===== config.mk =====
export PLATFORM = sky130hd
export DESIGN_NAME = contiguous_block_allocator
export DESIGN_NICKNAME = d
export VERILOG_FILES = /design/src/design/cba_pkg.sv /design/src/design/contiguous_block_allocator.sv /design/src/design/cba_datapath.sv /design/src/design/cba_ctrl.sv
export VERILOG_INCLUDE_DIRS = /design/src /design/src/design
export SDC_FILE = /design/constraint.sdc
export NUM_CORES = 2
export LEC_CHECK = 0
export BUFFER_PORTS_ARGS = -buffer_cell sky130_fd_sc_hd__buf_2
export CAP_MARGIN = 20
export CORE_UTILIZATION = 35
export DETAILED_ROUTE_END_ITERATION = 10
export HOLD_SLACK_MARGIN = 0.1
export MAX_ROUTING_LAYER = met4
export PLACE_DENSITY = 0.59
export RECOVER_POWER = 100
export SYNTH_ARGS = -nofsm -noshare
export SYNTH_HDL_FRONTEND = slang
export SYNTH_HIERARCHICAL = 1
export SYNTH_SLANG_ARGS = --single-unit
export TNS_END_PERCENT = 50

===== constraint.sdc =====
create_clock -name clk -period 17.51 [get_ports clk]
set_input_delay 1.751 -clock clk [delete_from_list [all_inputs] [get_ports clk]]
set_output_delay 1.751 -clock clk [all_outputs]
set_load 0.01 [all_outputs]

===== src/design/assert_macros.svh =====
// ----------------------------------------------------------------------------
// Assertion macros for the contiguous block allocator
// Concurrent checks on the clock with asynchronous active-low reset masking.
// ----------------------------------------------------------------------------
`ifndef ASSERT_MACROS_SVH
`define ASSERT_MACROS_SVH
`ifndef SYNTH
// property must hold at every enabled clock edge
`define CBA_ASSERT(lbl, clk_i, rstn_i, prop, msg) \
	lbl: assert property (@(posedge clk_i) disable iff (!rstn_i) prop) else $error(msg);
// condition must never be seen at an enabled clock edge
`define CBA_NEVER(lbl, clk_i, rstn_i, cond, msg) \
	lbl: assert property (@(posedge clk_i) disable iff (!rstn_i) !(cond)) else $error(msg);
`else
`define CBA_ASSERT(lbl, clk_i, rstn_i, prop, msg)
`define CBA_NEVER(lbl, clk_i, rstn_i, cond, msg)
`endif
`endif


===== src/design/cba_pkg.sv =====
// ----------------------------------------------------------------------------
// Contiguous block allocator package
// Defaults, field widths and the command/status bundles between the
// controller and the datapath.
// ----------------------------------------------------------------------------
`timescale 1ns / 1ps

package cba_pkg;

	localparam int POOL_ENTRIES_DEF = 256;
	localparam int BLOCK_BYTES_DEF  = 64;

	localparam int BYTES_W = 16;
	localparam int INDEX_W = 8;

	// read address source for the map memories
	typedef enum logic [1:0] {
		RD_PTR  = 2'd0,
		RD_PREV = 2'd1,
		RD_IDX  = 2'd2
	} rd_sel_t;

	// write action at the pointer
	typedef enum logic [1:0] {
		WR_NONE  = 2'd0,
		WR_CLEAR = 2'd1,
		WR_MARK  = 2'd2
	} wr_mode_t;

	typedef struct packed {
		logic     load;
		logic     div_mul;
		logic     div_back;
		logic     div_fix;
		logic     init_search;
		logic     probe;
		logic     scan;
		logic     seek_mark;
		logic     go_left;
		logic     free_seek;
		logic     free_len;
		rd_sel_t  rd_sel;
		wr_mode_t wr_mode;
		logic     res_valid;
		logic     res_grant;
	} cba_cmd_t;

	typedef struct packed {
		logic in_free;
		logic in_zero;
		logic too_big;
		logic search_empty;
		logic scan_hit;
		logic rem_zero;
		logic rem_last;
		logic ptr_last;
		logic mid_zero;
		logic prev_free;
		logic idx_oob;
		logic free_bad;
	} cba_sts_t;

endpackage


===== src/design/contiguous_block_allocator.sv =====
// ----------------------------------------------------------------------------
// Contiguous block allocator
// Hands out and takes back runs of consecutive pool blocks, tracked by a
// free bit and a run length per entry.
// ----------------------------------------------------------------------------
//
//  channel  | handshake               | payload
//  ---------+-------------------------+------------------------------------
//  request  | start & !busy           | op, request_bytes, free_index
//  result   | done (one cycle)        | granted, start_index
//
//  After reset the maps are swept, one entry a cycle; busy stays high
//  until the sweep ends. A free checks the entry at the index and clears
//  its run (refused if the index is out of range, the entry free or its
//  run zero). An allocate divides the size, then per probe scans up to
//  the first busy entry (and looks at the entry before a clean run), then
//  marks n entries: bounded by the single read port. A zero-size request
//  is answered in the cycle after it is taken.
//  The result is shown for one cycle with done; the receiver cannot stall,
//  and a new item may be taken in the same cycle as done is high.
// ----------------------------------------------------------------------------
`timescale 1ns / 1ps
`include "assert_macros.svh"

module contiguous_block_allocator #(
	parameter int POOL_ENTRIES = cba_pkg::POOL_ENTRIES_DEF,
	parameter int BLOCK_BYTES  = cba_pkg::BLOCK_BYTES_DEF
) (
	input  logic                        clk,
	input  logic                        arst_n,
	input  logic                        start,
	output logic                        busy,
	input  logic                        op,
	input  logic [cba_pkg::BYTES_W-1:0] request_bytes,
	input  logic [cba_pkg::INDEX_W-1:0] free_index,
	output logic                        done,
	output logic                        granted,
	output logic [cba_pkg::INDEX_W-1:0] start_index
);

	cba_pkg::cba_cmd_t cmd;
	cba_pkg::cba_sts_t sts;

	// sequencer: owns the state and the handshake towards the requester
	cba_ctrl u_ctrl (
		.clk    (clk),
		.arst_n (arst_n),
		.start  (start),
		.sts    (sts),
		.cmd    (cmd),
		.busy   (busy)
	);

	// maps, divider, search bounds and the result register
	cba_datapath #(
		.POOL_ENTRIES (POOL_ENTRIES),
		.BLOCK_BYTES  (BLOCK_BYTES)
	) u_dp (
		.clk           (clk),
		.arst_n        (arst_n),
		.cmd           (cmd),
		.sts           (sts),
		.op            (op),
		.request_bytes (request_bytes),
		.free_index    (free_index),
		.done          (done),
		.granted       (granted),
		.start_index   (start_index)
	);

	// a result only follows work in hand or an item just taken
	`CBA_ASSERT(a_done_after_work, clk, arst_n, done |-> $past(busy || start), "result without item")
	// a refused item reports index zero
	`CBA_NEVER(a_fail_index_zero, clk, arst_n, done && !granted && (start_index != '0), "fail with index")
	// a taken item either answers at once or keeps the block busy
	`CBA_ASSERT(a_accept_trace, clk, arst_n, (start && !busy) |=> (done || busy), "item lost")

endmodule


===== src/design/cba_datapath.sv =====
// ----------------------------------------------------------------------------
// Allocator datapath
// Map memories, size divider, search bounds, scan pointer and result register.
// ----------------------------------------------------------------------------
`timescale 1ns / 1ps

module cba_datapath #(
	parameter int POOL_ENTRIES = cba_pkg::POOL_ENTRIES_DEF,
	parameter int BLOCK_BYTES  = cba_pkg::BLOCK_BYTES_DEF
) (
	input  logic                         clk,
	input  logic                         arst_n,
	input  cba_pkg::cba_cmd_t            cmd,
	output cba_pkg::cba_sts_t            sts,
	input  logic                         op,
	input  logic [cba_pkg::BYTES_W-1:0]  request_bytes,
	input  logic [cba_pkg::INDEX_W-1:0]  free_index,
	output logic                         done,
	output logic                         granted,
	output logic [cba_pkg::INDEX_W-1:0]  start_index
);

	localparam int BYW       = cba_pkg::BYTES_W;
	localparam int IXW       = cba_pkg::INDEX_W;
	localparam int AW        = $clog2(POOL_ENTRIES);
	localparam int CW        = $clog2(POOL_ENTRIES + 1);
	localparam int BW        = $clog2(BLOCK_BYTES + 1);
	localparam int DIV_SHIFT = BYW + $clog2(BLOCK_BYTES);
	localparam int RECIP_W   = BYW + 1;
	localparam int PROD_W    = BYW + RECIP_W;
	localparam int QB_W      = BYW + BW;
	localparam int NW        = BYW + 1;

	localparam logic [RECIP_W-1:0] RECIP = RECIP_W'((1 << DIV_SHIFT) / BLOCK_BYTES);
	localparam logic [BW-1:0]      BLK   = BW'(BLOCK_BYTES);
	localparam logic [CW-1:0]      POOL  = CW'(POOL_ENTRIES);
	localparam logic [AW-1:0]      LAST  = AW'(POOL_ENTRIES - 1);

	// map memories
	logic          free_mem [POOL_ENTRIES];
	logic [CW-1:0] rl_mem   [POOL_ENTRIES];

	logic                op_q;
	logic [BYW-1:0]      x_q;
	logic [IXW-1:0]      idx_q;
	logic [PROD_W-1:0]   prod_s1;
	logic [BYW-1:0]      q_s2;
	logic [QB_W-1:0]     qb_s2;
	logic [NW-1:0]       n_q;
	logic [CW-1:0]       left_q;
	logic [CW-1:0]       right_q;
	logic [AW-1:0]       mid_q;
	logic [AW-1:0]       ptr_q;
	logic [CW-1:0]       rem_q;
	logic                vld_s1;
	logic [AW-1:0]       addr_s1;
	logic                fm_rd_s1;
	logic [CW-1:0]       rl_rd_s1;
	logic                done_q;
	logic                granted_q;
	logic [IXW-1:0]      start_q;

	logic [PROD_W-1:0]   q_full;
	logic [QB_W-1:0]     rmd;
	logic                carry;
	logic [NW-1:0]       n_nxt;
	logic [CW-1:0]       n_c;
	logic [CW-1:0]       mid_sum;
	logic [AW-1:0]       mid_prev;
	logic [AW+IXW-1:0]   idx_w;
	logic [AW-1:0]       idx_a;
	logic [CW-1:0]       avail;
	logic [CW-1:0]       clip;
	logic [AW+IXW-1:0]   mid_w;
	logic [AW-1:0]       rd_addr;
	logic                wr_en;
	logic                wr_free;
	logic [CW-1:0]       wr_len;

	// ceil division: q = floor((bytes-1)/B) is at most one short, fixed by the remainder
	assign q_full   = prod_s1 >> DIV_SHIFT;
	assign rmd      = QB_W'(x_q) - qb_s2;
	assign carry    = rmd >= QB_W'(BLK);
	assign n_nxt    = NW'(q_s2) + NW'(1) + NW'(carry);
	assign n_c      = n_q[CW-1:0];

	assign mid_sum  = left_q + ((right_q - left_q) >> 1);
	assign mid_prev = mid_q - AW'(1);
	assign idx_w    = {{AW{1'b0}}, idx_q};
	assign idx_a    = idx_w[AW-1:0];
	assign avail    = POOL - CW'(idx_a);
	assign clip     = (rl_rd_s1 > avail) ? avail : rl_rd_s1;
	assign mid_w    = {{IXW{1'b0}}, mid_q};

	always_comb begin
		case (cmd.rd_sel)
			cba_pkg::RD_PTR:  rd_addr = ptr_q;
			cba_pkg::RD_PREV: rd_addr = mid_prev;
			cba_pkg::RD_IDX:  rd_addr = idx_a;
			default:          rd_addr = ptr_q;
		endcase
	end

	always_comb begin
		case (cmd.wr_mode)
			cba_pkg::WR_CLEAR: begin
				wr_en   = 1'b1;
				wr_free = 1'b1;
				wr_len  = '0;
			end
			cba_pkg::WR_MARK: begin
				wr_en   = 1'b1;
				wr_free = 1'b0;
				wr_len  = n_c;
			end
			default: begin
				wr_en   = 1'b0;
				wr_free = 1'b1;
				wr_len  = '0;
			end
		endcase
	end

	always_ff @(posedge clk) begin
		if (wr_en) begin
			free_mem[ptr_q] <= wr_free;
			rl_mem[ptr_q]   <= wr_len;
		end
		fm_rd_s1 <= free_mem[rd_addr];
		rl_rd_s1 <= rl_mem[rd_addr];
	end

	// request capture and size divider
	always_ff @(posedge clk) begin
		if (cmd.load) begin
			op_q  <= op;
			x_q   <= request_bytes - BYW'(1);
			idx_q <= free_index;
		end
		if (cmd.div_mul) begin
			prod_s1 <= PROD_W'(x_q) * PROD_W'(RECIP);
		end
		if (cmd.div_back) begin
			q_s2  <= q_full[BYW-1:0];
			qb_s2 <= QB_W'(q_full[BYW-1:0]) * QB_W'(BLK);
		end
		if (cmd.div_fix) begin
			n_q <= n_nxt;
		end
	end

	// search bounds
	always_ff @(posedge clk) begin
		if (cmd.init_search) begin
			left_q  <= '0;
			right_q <= POOL - n_c;
		end else if (cmd.go_left) begin
			right_q <= CW'(mid_prev);
		end else if (cmd.scan && sts.scan_hit) begin
			left_q <= CW'(addr_s1) + CW'(1);
		end
		if (cmd.probe) begin
			mid_q <= mid_sum[AW-1:0];
		end
	end

	// walking pointer and count; ptr starts at zero for the clearing pass
	always_ff @(posedge clk or negedge arst_n) begin
		if (!arst_n) begin
			ptr_q  <= '0;
			rem_q  <= '0;
			vld_s1 <= 1'b0;
		end else begin
			vld_s1 <= cmd.scan && (rem_q != '0);
			if (wr_en) begin
				ptr_q <= ptr_q + AW'(1);
				rem_q <= rem_q - CW'(1);
			end else if (cmd.probe) begin
				ptr_q <= mid_sum[AW-1:0];
				rem_q <= n_c;
			end else if (cmd.scan) begin
				if (rem_q != '0) begin
					ptr_q <= ptr_q + AW'(1);
					rem_q <= rem_q - CW'(1);
				end
			end else if (cmd.seek_mark) begin
				ptr_q <= mid_q;
				rem_q <= n_c;
			end else if (cmd.free_seek) begin
				ptr_q <= idx_a;
			end else if (cmd.free_len) begin
				rem_q <= clip;
			end
		end
	end

	always_ff @(posedge clk) begin
		addr_s1 <= ptr_q;
	end

	// result register
	always_ff @(posedge clk or negedge arst_n) begin
		if (!arst_n) begin
			done_q <= 1'b0;
		end else begin
			done_q <= cmd.res_valid;
		end
	end

	always_ff @(posedge clk) begin
		if (cmd.res_valid) begin
			granted_q <= cmd.res_grant;
			if (!cmd.res_grant) begin
				start_q <= '0;
			end else if (op_q) begin
				start_q <= idx_q;
			end else begin
				start_q <= mid_w[IXW-1:0];
			end
		end
	end

	assign done        = done_q;
	assign granted     = granted_q;
	assign start_index = start_q;

	always_comb begin
		sts.in_free      = op;
		sts.in_zero      = request_bytes == '0;
		sts.too_big      = n_q > NW'(POOL_ENTRIES);
		sts.search_empty = left_q > right_q;
		sts.scan_hit     = vld_s1 && !fm_rd_s1;
		sts.rem_zero     = rem_q == '0;
		sts.rem_last     = rem_q == CW'(1);
		sts.ptr_last     = ptr_q == LAST;
		sts.mid_zero     = mid_q == '0;
		sts.prev_free    = fm_rd_s1;
		sts.idx_oob      = {{CW{1'b0}}, idx_q} >= (CW + IXW)'(POOL_ENTRIES);
		sts.free_bad     = fm_rd_s1 || (rl_rd_s1 == '0);
	end

endmodule


===== src/design/cba_ctrl.sv =====
// ----------------------------------------------------------------------------
// Allocator controller
// Sequences clearing, size division, probe/scan search, marking and release.
// ----------------------------------------------------------------------------
`timescale 1ns / 1ps

module cba_ctrl (
	input  logic              clk,
	input  logic              arst_n,
	input  logic              start,
	input  cba_pkg::cba_sts_t sts,
	output cba_pkg::cba_cmd_t cmd,
	output logic              busy
);

	typedef enum logic [12:0] {
		ST_CLEAR    = 13'b0000000000001,
		ST_IDLE     = 13'b0000000000010,
		ST_DIV1     = 13'b0000000000100,
		ST_DIV2     = 13'b0000000001000,
		ST_DIV3     = 13'b0000000010000,
		ST_INIT     = 13'b0000000100000,
		ST_PROBE    = 13'b0000001000000,
		ST_SCAN     = 13'b0000010000000,
		ST_LEFT     = 13'b0000100000000,
		ST_MARK     = 13'b0001000000000,
		ST_FREE_RD  = 13'b0010000000000,
		ST_FREE_CHK = 13'b0100000000000,
		ST_RELEASE  = 13'b1000000000000
	} state_t;

	state_t state_q;
	state_t state_d;

	always_ff @(posedge clk or negedge arst_n) begin
		if (!arst_n) begin
			state_q <= ST_CLEAR;
		end else begin
			state_q <= state_d;
		end
	end

	assign busy = state_q != ST_IDLE;

	always_comb begin
		cmd     = '0;
		state_d = state_q;
		case (state_q)
			ST_CLEAR: begin
				cmd.wr_mode = cba_pkg::WR_CLEAR;
				if (sts.ptr_last) begin
					state_d = ST_IDLE;
				end
			end
			ST_IDLE: begin
				if (start) begin
					cmd.load = 1'b1;
					if (sts.in_free) begin
						state_d = ST_FREE_RD;
					end else if (sts.in_zero) begin
						cmd.res_valid = 1'b1;
					end else begin
						state_d = ST_DIV1;
					end
				end
			end
			ST_DIV1: begin
				cmd.div_mul = 1'b1;
				state_d     = ST_DIV2;
			end
			ST_DIV2: begin
				cmd.div_back = 1'b1;
				state_d      = ST_DIV3;
			end
			ST_DIV3: begin
				cmd.div_fix = 1'b1;
				state_d     = ST_INIT;
			end
			ST_INIT: begin
				if (sts.too_big) begin
					cmd.res_valid = 1'b1;
					state_d       = ST_IDLE;
				end else begin
					cmd.init_search = 1'b1;
					state_d         = ST_PROBE;
				end
			end
			ST_PROBE: begin
				if (sts.search_empty) begin
					cmd.res_valid = 1'b1;
					state_d       = ST_IDLE;
				end else begin
					cmd.probe = 1'b1;
					state_d   = ST_SCAN;
				end
			end
			ST_SCAN: begin
				if (sts.scan_hit) begin
					// busy entry: bounds move past it, in-flight read dropped
					cmd.scan = 1'b1;
					state_d  = ST_PROBE;
				end else if (sts.rem_zero) begin
					cmd.seek_mark = 1'b1;
					cmd.rd_sel    = cba_pkg::RD_PREV;
					state_d       = sts.mid_zero ? ST_MARK : ST_LEFT;
				end else begin
					cmd.scan = 1'b1;
				end
			end
			ST_LEFT: begin
				if (sts.prev_free) begin
					cmd.go_left = 1'b1;
					state_d     = ST_PROBE;
				end else begin
					state_d = ST_MARK;
				end
			end
			ST_MARK: begin
				cmd.wr_mode = cba_pkg::WR_MARK;
				if (sts.rem_last) begin
					cmd.res_valid = 1'b1;
					cmd.res_grant = 1'b1;
					state_d       = ST_IDLE;
				end
			end
			ST_FREE_RD: begin
				if (sts.idx_oob) begin
					cmd.res_valid = 1'b1;
					state_d       = ST_IDLE;
				end else begin
					cmd.rd_sel    = cba_pkg::RD_IDX;
					cmd.free_seek = 1'b1;
					state_d       = ST_FREE_CHK;
				end
			end
			ST_FREE_CHK: begin
				if (sts.free_bad) begin
					cmd.res_valid = 1'b1;
					state_d       = ST_IDLE;
				end else begin
					cmd.free_len = 1'b1;
					state_d      = ST_RELEASE;
				end
			end
			ST_RELEASE: begin
				cmd.wr_mode = cba_pkg::WR_CLEAR;
				if (sts.rem_last) begin
					cmd.res_valid = 1'b1;
					cmd.res_grant = 1'b1;
					state_d       = ST_IDLE;
				end
			end
			default: begin
				state_d = ST_IDLE;
			end
		endcase
	end

endmodule

Word level (Yosys, flattened, before mapping)
Memory sizes are Yosys's and may differ from the RTL's. A register that Yosys moved wholly into a read port is not among the register bits.
Cells that the tools add are included.
{ "word_totals": {"wordCells": 151, "memories": 2, "inputBits": 28, "regBits": 143, "output_inout_bits": 11, "ram_bits": 2560} }
{ "op_classes": {"addsub": 12, "n_reduce_logical": 20, "muxes": 68, "order_cmp": 4, "bitwise_logic": 1, "n_eq_ne": 27} }
{ "mem_list": {"columns": ["memory", "words", "width", "rd", "rd_ports_with_merged_regs", "wr", "line_no", "source"], "rows": [
  ["u_dp.rl_mem", 256, 9, 1, 1, 1, "cba_datapath.sv:41", "logic [CW-1:0] rl_mem [POOL_ENTRIES];"],
  ["u_dp.free_mem", 256, 1, 1, 1, 1, "cba_datapath.sv:40", "logic free_mem [POOL_ENTRIES];"]
]} }
{ "op_table": {"columns": ["op", "n"], "rows": [
  ["$pmux 13 s12", 1],
  ["$mux 13", 8],
  ["$mux 9", 11],
  ["$mux 8", 8],
  ["$mux 1", 30],
  ["$ge 23x7->1 const B", 1],
  ["$mux 10", 2],
  ["$gt 9x9->1", 2],
  ["$logic_not 9->1", 2],
  ["$add 17x1->17", 1],
  ["$gt 17x9->1 const B", 1],
  ["$sub 16x16->17", 1],
  ["$logic_not 16->1", 1],
  ["$pmux 8 s2", 1],
  ["$sub 16x1->16 const B", 1],
  ["$eq 13x1->1 const B", 1],
  ["$eq 13x10->1 const B", 1],
  ["$eq 13x11->1 const B", 1],
  ["$eq 13x12->1 const B", 1],
  ["$eq 13x13->1 const B", 1],
  ["$eq 13x2->1 const B", 1],
  ["$eq 13x3->1 const B", 1],
  ["$eq 13x4->1 const B", 1],
  ["$eq 13x5->1 const B", 1],
  ["other kinds (40)", 52]
]} }

Longest topological paths before layout
{ "depth": {"word_depth": 10, "ltp_mapped": 24} }

Cells and area by module
The synthesis kept the hierarchy.
{ "modules_own_cells": {"columns": ["module", "seq_area_each_um2", "cells_per_inst", "n_inst", "area_per_inst_um2"], "rows": [
  ["cba_datapath", 80171.9, 8111, 1, 117532.7],
  ["cba_ctrl", 326.6, 124, 1, 1047.3]
]} }

Worst setup path before layout
OpenSTA, ideal clock, no wires.
{ "synth_path": {"kind": "register -> register", "start": "register u_ctrl.state_q[5]", "end": "memory u_dp/rl_mem[0][0] (netlist name) (data pin)", "setup_time_ns": 1.256, "period_less_slack_ns": 11.281, "arrival_time_ns": 10.025, "required_time_ns": 16.254, "stages_incl_launch_ff": 9, "slack_ns": 6.229, "cell_sequence": "dfrtp_1 buf_6 nor4_1 nand2_1 nor4_1 inv_1 ha_1 inv_1 nor2_1"} }
{ "synth_lines": {"columns": ["element", "line_no", "source"], "rows": [
  ["from (decl)", "cba_ctrl.sv:32", "state_t state_q;"],
  ["from (signal assigned)", "cba_ctrl.sv:39", "state_q <= state_d;"],
  ["to (decl)", "cba_datapath.sv:41", null]
]} }

==> results.toml <==
[outcome]
outcome = "finished with violations"
failed_checks = "max-capacitance violations, max-slew violations"

[global_routing]
grt_pass1_vias = 73888
grt_overflow = 0
grt_pass1_wl_um = 523900
grt_max_degree = 201
grt_use_total_pct = 21.17
antenna_found_initial = 15

[run]
cap_violations = 44

[routing]
avgViaCountPerCell = 6.047
route.detailed.drc = 0
firstDrtPassIters = 6
drtAntennaViolNets = 0
wl_um = 363100
vias = 78065
avgRoutedWirePerCell_um = 28.13
drt_iter0_markers = 11297

[placed_design]
port_buffers = 38
dp.cells = 12334
dp_hpwl_um = 209700
routabilityCongestion = 0.8768

[finish]
regArea_um2 = 80500
final_cell_mix = "edfxtp_1 (2636), a221oi_1 (637), nand3_1 (583), and3_1 (532), nand2_1 (529)"
drive_above_1_share_pct = 10.27
fin_util_pct = 39.31
multiInputGateArea_um2 = 34180
nNetsFinal = 8253
syn2layout_area_growth_pct = 11.67
final_common_cell = "edfxtp_1"
n_fill_cell = 30969
final_cells = 12910

[clock_tree]
ctsHoldBuffers = 0
clkLatencyLatePin_ns = 0.87
cts_buffers = 286
ctsResizeCount = 0
cts_tree = "built"
clk_pin_slew_worst_paths_ns = 0.06
cts_max_level = 5
clockBufferDepth = 4
clkSinkCount = 2695
cts_setup_buffers = 0
cts_root_buf = "clkbuf_16"

[timing]
period_minus_slack_ns = 12.23
relSlewSlack_pct = -242.7
tightest_slew_ns = 5.141
finalSetupTns_ns = 0
finalClockSkew_ns = 0.06468
rsz0062_at_grt = "false"
setup_viol_count_final = 0
max_clock_freq_mhz = 81.78
timing.final.hold_violations = 0
drv_slew = 2056
fin_crit_sh_pct = 69.84

[pwr]
ir_drop_v = 0.0001108
p_leak_nw = 47.38
power_density_nw_per_um2 = 127.0

[yosys]
post-synth-top-area-fraction_pct = 66.75
synth_cell_types = 81
synth-seq-area-share_pct = 67.89
synth_nets = 8317
yosys.area.top_type = "edfxtp_1"
synth_flop_cell = "edfxtp_1"
ys_ff_latch = 2695
avgSynthCellArea_um2 = 14.40
syn_area_um2 = 118600
synthCells = 8235
synth_area_leaders = "edfxtp_1 (67%), mux4_2 (5.2%), a221oi_1 (4.7%), and3_1 (2.8%), mux2i_1 (2.5%)"
synthArstFlopShare_pct = 1.187
synth-edff-count = 2636
yosys_warnings = 6

[floorplanning]
start_util_pct = 35.20
die_h_um = 584.1
die_w_um = 584.1
core_um2 = 336900
io_pins = 39
dieArea_um2 = 341100
fp-row-count = 213

[worst_setup_path]
rrSetupSlack_ns = 5.28
end_kind = "flip-flop"
worstSetupPathType = "reg2reg"
cp-start-kind = "flip-flop"
path_max_fanout = 161
worstPathRequired_ns = 17.52
critPathArrivalTime_ns = 12.24

[worst_hold_path]
hold_path_class = "reg2reg"
==> kinds of logic (layout without fill, tap and decap cells) <==
group / count (synthesis) / after routing / share of synthesized area (%)
xor+xnor: 60 / 60 / 0.4432
mux: 574 / 574 / 7.736
buf+inv: 979 / 1125 / 3.455
other cells: 1 / 15 / 0.003162
fa+ha+maj: 54 / 54 / 0.5888
simple gates: 2280 / 2280 / 9.670
flops: 2695 / 2695 / 67.89
compound gates: 1592 / 1592 / 10.22
==> area by class of cell <==
class,instances,area share (%)
clock buffers,374,5.851
clock inverters,124,0.9675
multi-input cells,4561,25.81
diodes,14,0.02646
inverters,297,0.8428
repair buffers,330,1.446
well taps,4515,4.266
flip-flops and latches,2695,60.79
==> path summary, 6_finish.rpt <==
kind                                         from                   to  cells past startpoint
worst max-delay path            u_ctrl/state_q[5]  u_dp/rl_mem[174][0]                      9
worst min-delay path             u_dp/prod_s1[25]        u_dp/qb_s2[9]                      0
worst max register to register  u_ctrl/state_q[5]  u_dp/rl_mem[174][0]                      9
worst min register to register   u_dp/prod_s1[25]        u_dp/qb_s2[9]                      0
max in group asynchronous                  arst_n        u_dp/ptr_q[5]                      1
min in group asynchronous                  arst_n            u_dp/done                      1
==> cell usage after synthesis (all sizes together), types with 82 or more instances <==
| master | instances |
|---|---|
| buf | 267 |
| nand2 | 534 |
| a221o | 91 |
| nand3 | 586 |
| o21ai | 289 |
| a211oi | 105 |
| mux4 | 273 |
| a221oi | 637 |
| nor2 | 340 |
| clkbuf | 415 |
| nand4 | 105 |
| a31oi | 82 |
| edfxtp | 2636 |
| and3 | 532 |
| mux2i | 294 |
| inv | 297 |
==> stage by stage <==
step	setup WS [ns]	hold WS (ns)	total power [mW]	cell area, µm²
after global routing	4.661	0.4270	17.27	132400
after global placement	9.071	0.4014	10.91	123300
after CTS	9.205	0.4212	16.86	132800
after floorplan	6.229	0.3454	9.529	118600
final	5.282	0.4204	16.82	132400
after detailed placement	9.204	0.4070	10.92	123800
==> flip-flops by register name (all words and copies together), names as in the netlist, 9 cells and up <==
name,cells
u_dp/rl_mem,2304
u_dp/n_q,11
u_dp/free_mem,256
u_dp/rl_rd_s1,9
u_dp/rem_q,9
u_dp/x_q,10
u_dp/left_q,9
u_ctrl/state_q,13
u_dp/qb_s2,10
u_dp/right_q,9
u_dp/prod_s1,10
==> layer usage <==
layer	routed length, µm	global-route usage (%)	vias up
met5	0	-	-
met4	13160	7.147	0
met3	37560	4.239	652
met2	168300	32.41	4308
met1	144100	28.13	40111
li1	-	-	32994
==> worst max-delay path, stage by stage (launching register included) <==
cell,delay (ns)
dfrtp_1,0.46
or4_1,0.80
nor4_1,0.31
and3b_1,0.23
ha_1,0.15
clkbuf_1,0.32
clkinvlp_2,3.75
nor2_1,1.46
buf_12,0.50
clkbuf_1,3.12
==> where the power goes <==
part           switching, mW  total (mW)  internal [mW]  leakage (nW)
Sequential             0.152        7.20           7.05          31.0
Clock                   2.51        5.99           3.47          4.37
Combinational           2.68        3.63          0.952          12.1
Note: power is estimated with default switching activity, not from simulation.
